$ cat config.mk
export PLATFORM = sky130hd
export DESIGN_NAME = sorted_timeout_queue_top
export DESIGN_NICKNAME = d
export VERILOG_FILES = /design/src/hdl/stq_pkg.sv /design/src/hdl/sorted_timeout_queue_top.sv /design/src/hdl/stq_cell.sv
export SDC_FILE = /design/constraint.sdc
export NUM_CORES = 2
export LEC_CHECK = 0
export BUFFER_PORTS_ARGS = -buffer_cell sky130_fd_sc_hd__buf_2
export CAP_MARGIN = 10
export CORE_ASPECT_RATIO = 0.5
export CORE_MARGIN = 3
export CORE_UTILIZATION = 36
export CTS_CLUSTER_SIZE = 10
export DETAILED_ROUTE_END_ITERATION = 10
export MAX_ROUTING_LAYER = met4
export PLACE_DENSITY = 0.6
export SLEW_MARGIN = 20
export SYNTH_ARGS = -nofsm -noshare
export SYNTH_HDL_FRONTEND = slang
export SYNTH_SLANG_ARGS = --single-unit
$ cat constraint.sdc
create_clock -name clk -period 4 [get_ports clk]
set_input_delay 0.2 -clock clk [delete_from_list [all_inputs] [get_ports clk]]
set_output_delay 0.2 -clock clk [all_outputs]
set_load 0.02 [all_outputs]
$ cat src/hdl/stq_pkg.sv
// ----------------------------------------------------------------------------
// stq_pkg
// Types, codes and default sizes for the sorted timeout queue.
// ----------------------------------------------------------------------------
package stq_pkg;

    // Default sizes
    localparam int MAX_TASKS_DEF = 16;
    localparam int TICK_BITS_DEF = 32;

    // Fixed field widths
    localparam int TID_W    = 4;
    localparam int TICK_IN_W = 32;
    localparam int REQ_W    = 2;
    localparam int STATUS_W = 2;

    // Request codes
    localparam logic [REQ_W-1:0] REQ_ADD    = 2'd0;
    localparam logic [REQ_W-1:0] REQ_REMOVE = 2'd1;
    localparam logic [REQ_W-1:0] REQ_POP    = 2'd2;

    // Status codes
    localparam logic [STATUS_W-1:0] ST_OK        = 2'd0;
    localparam logic [STATUS_W-1:0] ST_NOT_FOUND = 2'd1;
    localparam logic [STATUS_W-1:0] ST_FULL      = 2'd2;
    localparam logic [STATUS_W-1:0] ST_DUPLICATE = 2'd3;

    // Sequencer states
    typedef enum logic [1:0] {
        S_IDLE,
        S_CMP,
        S_EXEC
    } stq_state_t;

    // Control broadcast to every cell
    typedef struct packed {
        logic             cmp;     // register compare flags
        logic             add_en;  // insert the item
        logic             rem_en;  // delete the matching entry
        logic [TID_W-1:0] id;
    } stq_op_t;

endpackage

$ cat src/hdl/sorted_timeout_queue_top.sv
// ----------------------------------------------------------------------------
// sorted_timeout_queue_top
// Wrap-safe sorted timer queue built as a row of slot cells.
//
//   channel | handshake         | fields
//   --------+-------------------+------------------------------------
//   request | start, busy       | req_type, task_id, tick_value
//   result  | done (one cycle)  | status, result_valid, result_task
//
// Each item passes through S_CMP, where the cells register their compare
// flags, then S_EXEC, where the row inserts or shifts in one step; then
// done pulses. busy is high in S_CMP and S_EXEC; a new item may start
// in the cycle in which done pulses.
// Reset empties the queue at once; done cannot be held off.
// ----------------------------------------------------------------------------
module sorted_timeout_queue_top
    import stq_pkg::*;
#(
    parameter int MAX_TASKS = MAX_TASKS_DEF,
    parameter int TICK_BITS = TICK_BITS_DEF
)
(
    input  logic                 clk,
    input  logic                 rst_n,
    input  logic                 start,
    output logic                 busy,
    input  logic [REQ_W-1:0]     req_type,
    input  logic [TID_W-1:0]     task_id,
    input  logic [TICK_IN_W-1:0] tick_value,
    output logic                 done,
    output logic [STATUS_W-1:0]  status,
    output logic                 result_valid,
    output logic [TID_W-1:0]     result_task
);

    stq_state_t            state_reg, state_next;
    logic [REQ_W-1:0]      req_reg, req_next;
    logic [TID_W-1:0]      id_reg, id_next;
    logic [TICK_BITS-1:0]  tick_reg, tick_next;
    logic                  done_reg, done_next;
    logic [STATUS_W-1:0]   status_reg, status_next;
    logic                  rvalid_reg, rvalid_next;
    logic [TID_W-1:0]      rtask_reg, rtask_next;

    stq_op_t               op;
    logic                  del_start;
    logic                  any_match;
    logic                  head_due;
    logic                  full;

    // Row of slots, padded with an empty slot at each end
    logic                  pad_valid [MAX_TASKS+2];
    logic [TID_W-1:0]      pad_tid   [MAX_TASKS+2];
    logic [TICK_BITS-1:0]  pad_wake  [MAX_TASKS+2];
    logic [MAX_TASKS:0]    ins_chain;
    logic [MAX_TASKS:0]    del_chain;
    logic [MAX_TASKS-1:0]  cell_match;
    logic [MAX_TASKS-1:0]  cell_later;

    assign pad_valid[0]           = 1'b0;
    assign pad_tid[0]             = '0;
    assign pad_wake[0]            = '0;
    assign pad_valid[MAX_TASKS+1] = 1'b0;
    assign pad_tid[MAX_TASKS+1]   = '0;
    assign pad_wake[MAX_TASKS+1]  = '0;
    assign ins_chain[0]           = 1'b0;
    assign del_chain[0]           = del_start;

    // Build the row of cells
    for (genvar i = 0; i < MAX_TASKS; i++)
    begin : g_cell
        stq_cell #(
            .TICK_BITS (TICK_BITS)
        ) u_cell (
            .clk         (clk),
            .rst_n       (rst_n),
            .op          (op),
            .tick        (tick_reg),
            .left_valid  (pad_valid[i]),
            .left_tid    (pad_tid[i]),
            .left_wake   (pad_wake[i]),
            .right_valid (pad_valid[i+2]),
            .right_tid   (pad_tid[i+2]),
            .right_wake  (pad_wake[i+2]),
            .ins_in      (ins_chain[i]),
            .del_in      (del_chain[i]),
            .ins_out     (ins_chain[i+1]),
            .del_out     (del_chain[i+1]),
            .valid       (pad_valid[i+1]),
            .tid         (pad_tid[i+1]),
            .wake        (pad_wake[i+1]),
            .match       (cell_match[i]),
            .later       (cell_later[i])
        );
    end

    // Summarise the row
    assign any_match = |cell_match;
    assign head_due  = pad_valid[1] & ~cell_later[0];
    assign full      = pad_valid[MAX_TASKS];

    // Sequence one item and decide its outcome
    always_comb
    begin
        state_next  = state_reg;
        req_next    = req_reg;
        id_next     = id_reg;
        tick_next   = tick_reg;
        done_next   = 1'b0;
        status_next = status_reg;
        rvalid_next = rvalid_reg;
        rtask_next  = rtask_reg;
        op          = '{cmp: 1'b0, add_en: 1'b0, rem_en: 1'b0, id: id_reg};
        del_start   = 1'b0;
        unique case (state_reg)
            S_IDLE:
            begin
                if (start)
                begin
                    req_next   = req_type;
                    id_next    = task_id;
                    tick_next  = TICK_BITS'(tick_value);
                    state_next = S_CMP;
                end
            end
            S_CMP:
            begin
                op.cmp     = 1'b1;
                state_next = S_EXEC;
            end
            S_EXEC:
            begin
                done_next   = 1'b1;
                status_next = ST_OK;
                rvalid_next = 1'b0;
                rtask_next  = '0;
                priority if (req_reg == REQ_ADD)
                begin
                    priority if (any_match)
                        status_next = ST_DUPLICATE;
                    else if (full)
                        status_next = ST_FULL;
                    else
                        op.add_en = 1'b1;
                end
                else if (req_reg == REQ_REMOVE)
                begin
                    if (any_match)
                        op.rem_en = 1'b1;
                    else
                        status_next = ST_NOT_FOUND;
                end
                else if (req_reg == REQ_POP)
                begin
                    if (head_due)
                    begin
                        del_start   = 1'b1;
                        rvalid_next = 1'b1;
                        rtask_next  = pad_tid[1];
                    end
                end
                else
                begin
                    // Unused request code: leave the queue as it is
                    op.add_en = 1'b0;
                end
                state_next = S_IDLE;
            end
            default:
            begin
                state_next = S_IDLE;
            end
        endcase
    end

    // Hold sequencer state and result strobe
    always_ff @(posedge clk or negedge rst_n)
    begin
        if (!rst_n)
        begin
            state_reg <= S_IDLE;
            done_reg  <= 1'b0;
        end
        else
        begin
            state_reg <= state_next;
            done_reg  <= done_next;
        end
    end

    // Hold request and result payload
    always_ff @(posedge clk)
    begin
        req_reg    <= req_next;
        id_reg     <= id_next;
        tick_reg   <= tick_next;
        status_reg <= status_next;
        rvalid_reg <= rvalid_next;
        rtask_reg  <= rtask_next;
    end

    assign busy         = (state_reg != S_IDLE);
    assign done         = done_reg;
    assign status       = status_reg;
    assign result_valid = rvalid_reg;
    assign result_task  = rtask_reg;

endmodule

$ cat src/hdl/stq_cell.sv
// ----------------------------------------------------------------------------
// stq_cell
// One slot of the sorted queue: holds an entry, compares it with the
// request and shifts towards either neighbour on insert or delete.
// ----------------------------------------------------------------------------
module stq_cell
    import stq_pkg::*;
#(
    parameter int TICK_BITS = TICK_BITS_DEF
)
(
    input  logic                 clk,
    input  logic                 rst_n,
    input  stq_op_t              op,
    input  logic [TICK_BITS-1:0] tick,
    input  logic                 left_valid,
    input  logic [TID_W-1:0]     left_tid,
    input  logic [TICK_BITS-1:0] left_wake,
    input  logic                 right_valid,
    input  logic [TID_W-1:0]     right_tid,
    input  logic [TICK_BITS-1:0] right_wake,
    input  logic                 ins_in,
    input  logic                 del_in,
    output logic                 ins_out,
    output logic                 del_out,
    output logic                 valid,
    output logic [TID_W-1:0]     tid,
    output logic [TICK_BITS-1:0] wake,
    output logic                 match,
    output logic                 later
);

    logic                 valid_reg, valid_next;
    logic [TID_W-1:0]     tid_reg, tid_next;
    logic [TICK_BITS-1:0] wake_reg, wake_next;
    logic                 match_reg, match_next;
    logic                 later_reg, later_next;
    logic                 ins_here;
    logic                 del_here;

    // a comes strictly before b when the wrapped difference is negative
    function automatic logic tick_before(input logic [TICK_BITS-1:0] a,
                                         input logic [TICK_BITS-1:0] b);
        logic [TICK_BITS-1:0] diff;
        diff = a - b;
        return diff[TICK_BITS-1];
    endfunction

    // Insert and delete positions ripple along the row
    assign ins_here = op.add_en & (later_reg | ~valid_reg);
    assign ins_out  = ins_in | ins_here;
    assign del_here = del_in | (op.rem_en & match_reg);
    assign del_out  = del_here;

    // Compare flags and slot contents
    always_comb
    begin
        match_next = match_reg;
        later_next = later_reg;
        if (op.cmp)
        begin
            match_next = valid_reg && (tid_reg == op.id);
            later_next = valid_reg && tick_before(tick, wake_reg);
        end
        priority if (ins_in)
        begin
            valid_next = left_valid;
            tid_next   = left_tid;
            wake_next  = left_wake;
        end
        else if (ins_here)
        begin
            valid_next = 1'b1;
            tid_next   = op.id;
            wake_next  = tick;
        end
        else if (del_here)
        begin
            valid_next = right_valid;
            tid_next   = right_tid;
            wake_next  = right_wake;
        end
        else
        begin
            // Hold the entry
            valid_next = valid_reg;
            tid_next   = tid_reg;
            wake_next  = wake_reg;
        end
    end

    // Hold control flags
    always_ff @(posedge clk or negedge rst_n)
    begin
        if (!rst_n)
        begin
            valid_reg <= 1'b0;
            match_reg <= 1'b0;
            later_reg <= 1'b0;
        end
        else
        begin
            valid_reg <= valid_next;
            match_reg <= match_next;
            later_reg <= later_next;
        end
    end

    // Hold entry payload
    always_ff @(posedge clk)
    begin
        tid_reg  <= tid_next;
        wake_reg <= wake_next;
    end

    assign valid = valid_reg;
    assign tid   = tid_reg;
    assign wake  = wake_reg;
    assign match = match_reg;
    assign later = later_reg;

endmodule

==> impl_metrics.py <==
metrics = {
    "status": {
        "status": "completed",
    },
    "power_and_ir_drop": {
        "power.density_nw_per_um2": 445.3,
        "power.static_leakage_nw": 21.02,
        "total_power_mw": 22.50,
        "peakVddDrop_mv": 0.3209,
    },
    "detailed_routing": {
        "routed_wire_length_per_instance_um": 19.39,
        "wirelength_mm": 123.1,
        "initialDrtViolationCount": 2427,
        "detail_route.vias_per_cell": 5.430,
        "drt_pass1_iterations": 5,
        "ant_nets": 0,
        "drc": 0,
        "route.vias.total": 34470,
    },
    "logic_synthesis": {
        "netlist_area_um2": 45230,
        "yosysSeqAreaShare_pct": 43.99,
        "post-synth-top-count-cell": "sky130_fd_sc_hd__edfxtp_1",
        "synth_common_cells": "sky130_fd_sc_hd__edfxtp_1, sky130_fd_sc_hd__a21oi_1, sky130_fd_sc_hd__nor2_1, sky130_fd_sc_hd__inv_1, sky130_fd_sc_hd__ha_1",
        "yosys_warnings": 0,
        "synth.top_cells.by_area": "sky130_fd_sc_hd__edfxtp_1, sky130_fd_sc_hd__ha_1, sky130_fd_sc_hd__mux2i_1",
        "netlist.area_leader.share_pct": 41.22,
        "post_synth_edffs": 621,
        "avgSynthCellArea_um2": 9.903,
        "synth.lib_cells_used.distinct": 75,
        "synthFlopType": "sky130_fd_sc_hd__edfxtp_1",
        "post_synth_inst_count": 4568,
        "async_flop_share_pct": 7.452,
        "synth.ff_latch_count": 671,
        "synthesis.nets": 5059,
        "yosysTopAreaCell": "sky130_fd_sc_hd__edfxtp_1",
    },
    "global_route": {
        "grt_remaining_overflow": 0,
        "grt_start_max_net_pins": 98,
        "first_global_vias": 35070,
        "grt_antenna_before_repair": 0,
        "grt_first_pass_wirelength_mm": 195.5,
        "global_route.usage.total_pct": 19.04,
    },
    "clock_network": {
        "cts_root_buffer": "sky130_fd_sc_hd__clkbuf_16",
        "clk-insertion-delay-late_ns": 0.66,
        "cts_inserted_buffers": 78,
        "cts-htree-levels": 3,
        "tritoncts_num_sinks": 671,
        "clock_tree_from_tritoncts": "built",
        "clkTransAtPathRegs_ns": 0.06,
        "cts-root-to-sink-buffers": 3,
        "postCtsSetupBuffers": 0,
    },
    "final_layout": {
        "final_net_count": 5128,
        "syn_to_final_growth_pct": 11.71,
        "final-instance-count-excl-fill": 6348,
        "share_of_layout_cells_above_drive_strength_1_pct": 8.110,
        "largest_register_ff_count": 512,
        "final_instance_area_um2": 50530,
        "utilization_pct": 40.76,
        "fillers": 12080,
        "multiInputGateArea_um2": 22500,
        "ff_latch_area_um2": 19900,
    },
    "placement": {
        "dp_slack_ns": -0.1923,
        "place.detailed.instances": 6191,
        "post_dp_hpwl_mm": 89.99,
        "placement.cell_area_um2": 47920,
        "placement.io_buffers": 49,
        "gp_congestion": 0.9030,
    },
    "sta": {
        "final_max_slew_viol_count": 0,
        "peak_clock_frequency_supported_by_timing_mhz": 259.2,
        "worst-slew-pin-transition_ns": 1.054,
        "hold_ws_ns": 0.1484,
        "finalWorstPathRequiredPeriod_ns": 3.859,
        "slew-limit-headroom_pct": 29.73,
        "fin_ws_ns": 0.1414,
        "fin_crit_sh_pct": 96.46,
        "timing.final.hold_violations": 0,
        "rsz0062_at_grt": "false",
        "setup_total_negative_slack_ns": 0,
        "clock-skew-final_ns": 0.02402,
        "final-setup-viol-count": 0,
    },
    "critical_path": {
        "worst-endpoint-arrival_ns": 4.40,
        "critical_path.max_stage_delay_ns": 0.93,
        "critPathMaxFanout": 16,
        "worst-endpoint-required_ns": 4.54,
        "cpMaxStageDelayCell": "sky130_fd_sc_hd__edfxtp_1",
        "setup.worst_path.class": "register to register",
        "worst_setup_path_start_kind": "register",
        "critPathCaptureType": "register",
        "worstPathCellList": "buf_4 > ha_1 > nand3_1 > nor3_1 > nand4_1 > a311oi_2 > a211oi_1 > xnor2_1 > o21ai_0",
    },
    "floorplanning": {
        "floorplan.die_area_um2": 130200,
        "floorplan.io_pins": 50,
        "start_util_pct": 36.48,
        "placement_rows": 91,
        "coreArea_um2": 124000,
        "dieHeight_um": 256.7,
        "fp.dieW_um": 507.3,
    },
    "min_path": {
        "worst_hold_path_type": "input port to asynchronous set/reset pin",
    },
    "flow_run": {
        "maxCapViolations": 0,
    },
}
==> worst paths after layout <==
kind	from	end	slack, ns	depth (start not counted)
worst max-delay path	tick_reg[30]	g_cell[7].u_cell.later	0.14	9
worst min-delay path	rst_n	g_cell[7].u_cell.later	0.15	2
worst max register to register	tick_reg[30]	g_cell[7].u_cell.later	0.14	9
worst min register to register	g_cell[10].u_cell.later	g_cell[10].u_cell.later	0.49	2
max in group asynchronous	rst_n	g_cell[3].u_cell.match	2.89	3
min in group clk	tick_value[12]	tick_reg[12]	0.26	2
==> final cells by class <==
cell class	count	share of cell area (%)
clock buffer	110	4.227
antenna	1	0.004952
sequential	671	39.38
multi-input combinational	3173	44.52
inverter	482	3.580
clock inverter	6	0.08666
tap	1674	4.145
timing repair buffer	231	4.056
==> critical path: cells and delay by family (launching register included) <==
kind	cells	cell delay, ns
flops	1	0.93
fa+ha+maj	1	0.17
compound gates	3	0.90
simple gates	3	1.07
xor+xnor	1	0.35
buf+inv	1	0.31
==> layout by cell type, fill, tap and decap left out, types with 50 or more instances in the layout <==
cell type                   netlist  final
sky130_fd_sc_hd__clkbuf_16        0     81
sky130_fd_sc_hd__edfxtp_1       621    621
sky130_fd_sc_hd__xnor2_1         64     64
sky130_fd_sc_hd__o21ai_0        197    197
sky130_fd_sc_hd__mux2i_1        447    447
sky130_fd_sc_hd__nand2_1        292    287
sky130_fd_sc_hd__a21oi_1        560    558
sky130_fd_sc_hd__nor2_1         540    538
sky130_fd_sc_hd__ha_1           450    450
sky130_fd_sc_hd__dfrtp_1         50     50
sky130_fd_sc_hd__inv_1          482    482
sky130_fd_sc_hd__nand3_1         72     66
sky130_fd_sc_hd__buf_4            9    115
==> power breakdown <==
| part | switching (mW) | internal (mW) |
|---|---|---|
| registers | 0.896 | 9.15 |
| logic | 3.60 | 2.28 |
| clock network | 2.90 | 3.67 |
==> routing by layer <==
layer  GRT usage [%]  vias to the layer above  wire [um]
li1                -                    16470          -
met1           26.51                    17100      59380
met2           29.25                      760      55140
met3           2.978                      144       6299
met4           3.964                        0       2258
met5               -                        -          0
==> timing repair <==
action / CTS / global route
hold buffers: 40 / 0
gates resized for setup: 2 / 4
hold endpoints to repair: 60 / 0
endpoints found under the setup margin: 2 / 4
==> cells by family (layout without fill, tap and decap cells) <==
family                   Yosys count  after routing  share of synthesized area, %
AO/OA/AOI/OAI                   1073           1073                         13.78
buffers and inverters            724            829                         6.683
adder cells (fa/ha/maj)          450            450                         12.45
AND/OR/NAND/NOR                 1068           1068                         10.37
multiplexers                     488            488                         10.91
flip-flops                       671            671                         43.99
XOR/XNOR                          94             94                         1.820
other                              0              1                             0
Power figures use the tool's default switching activity.
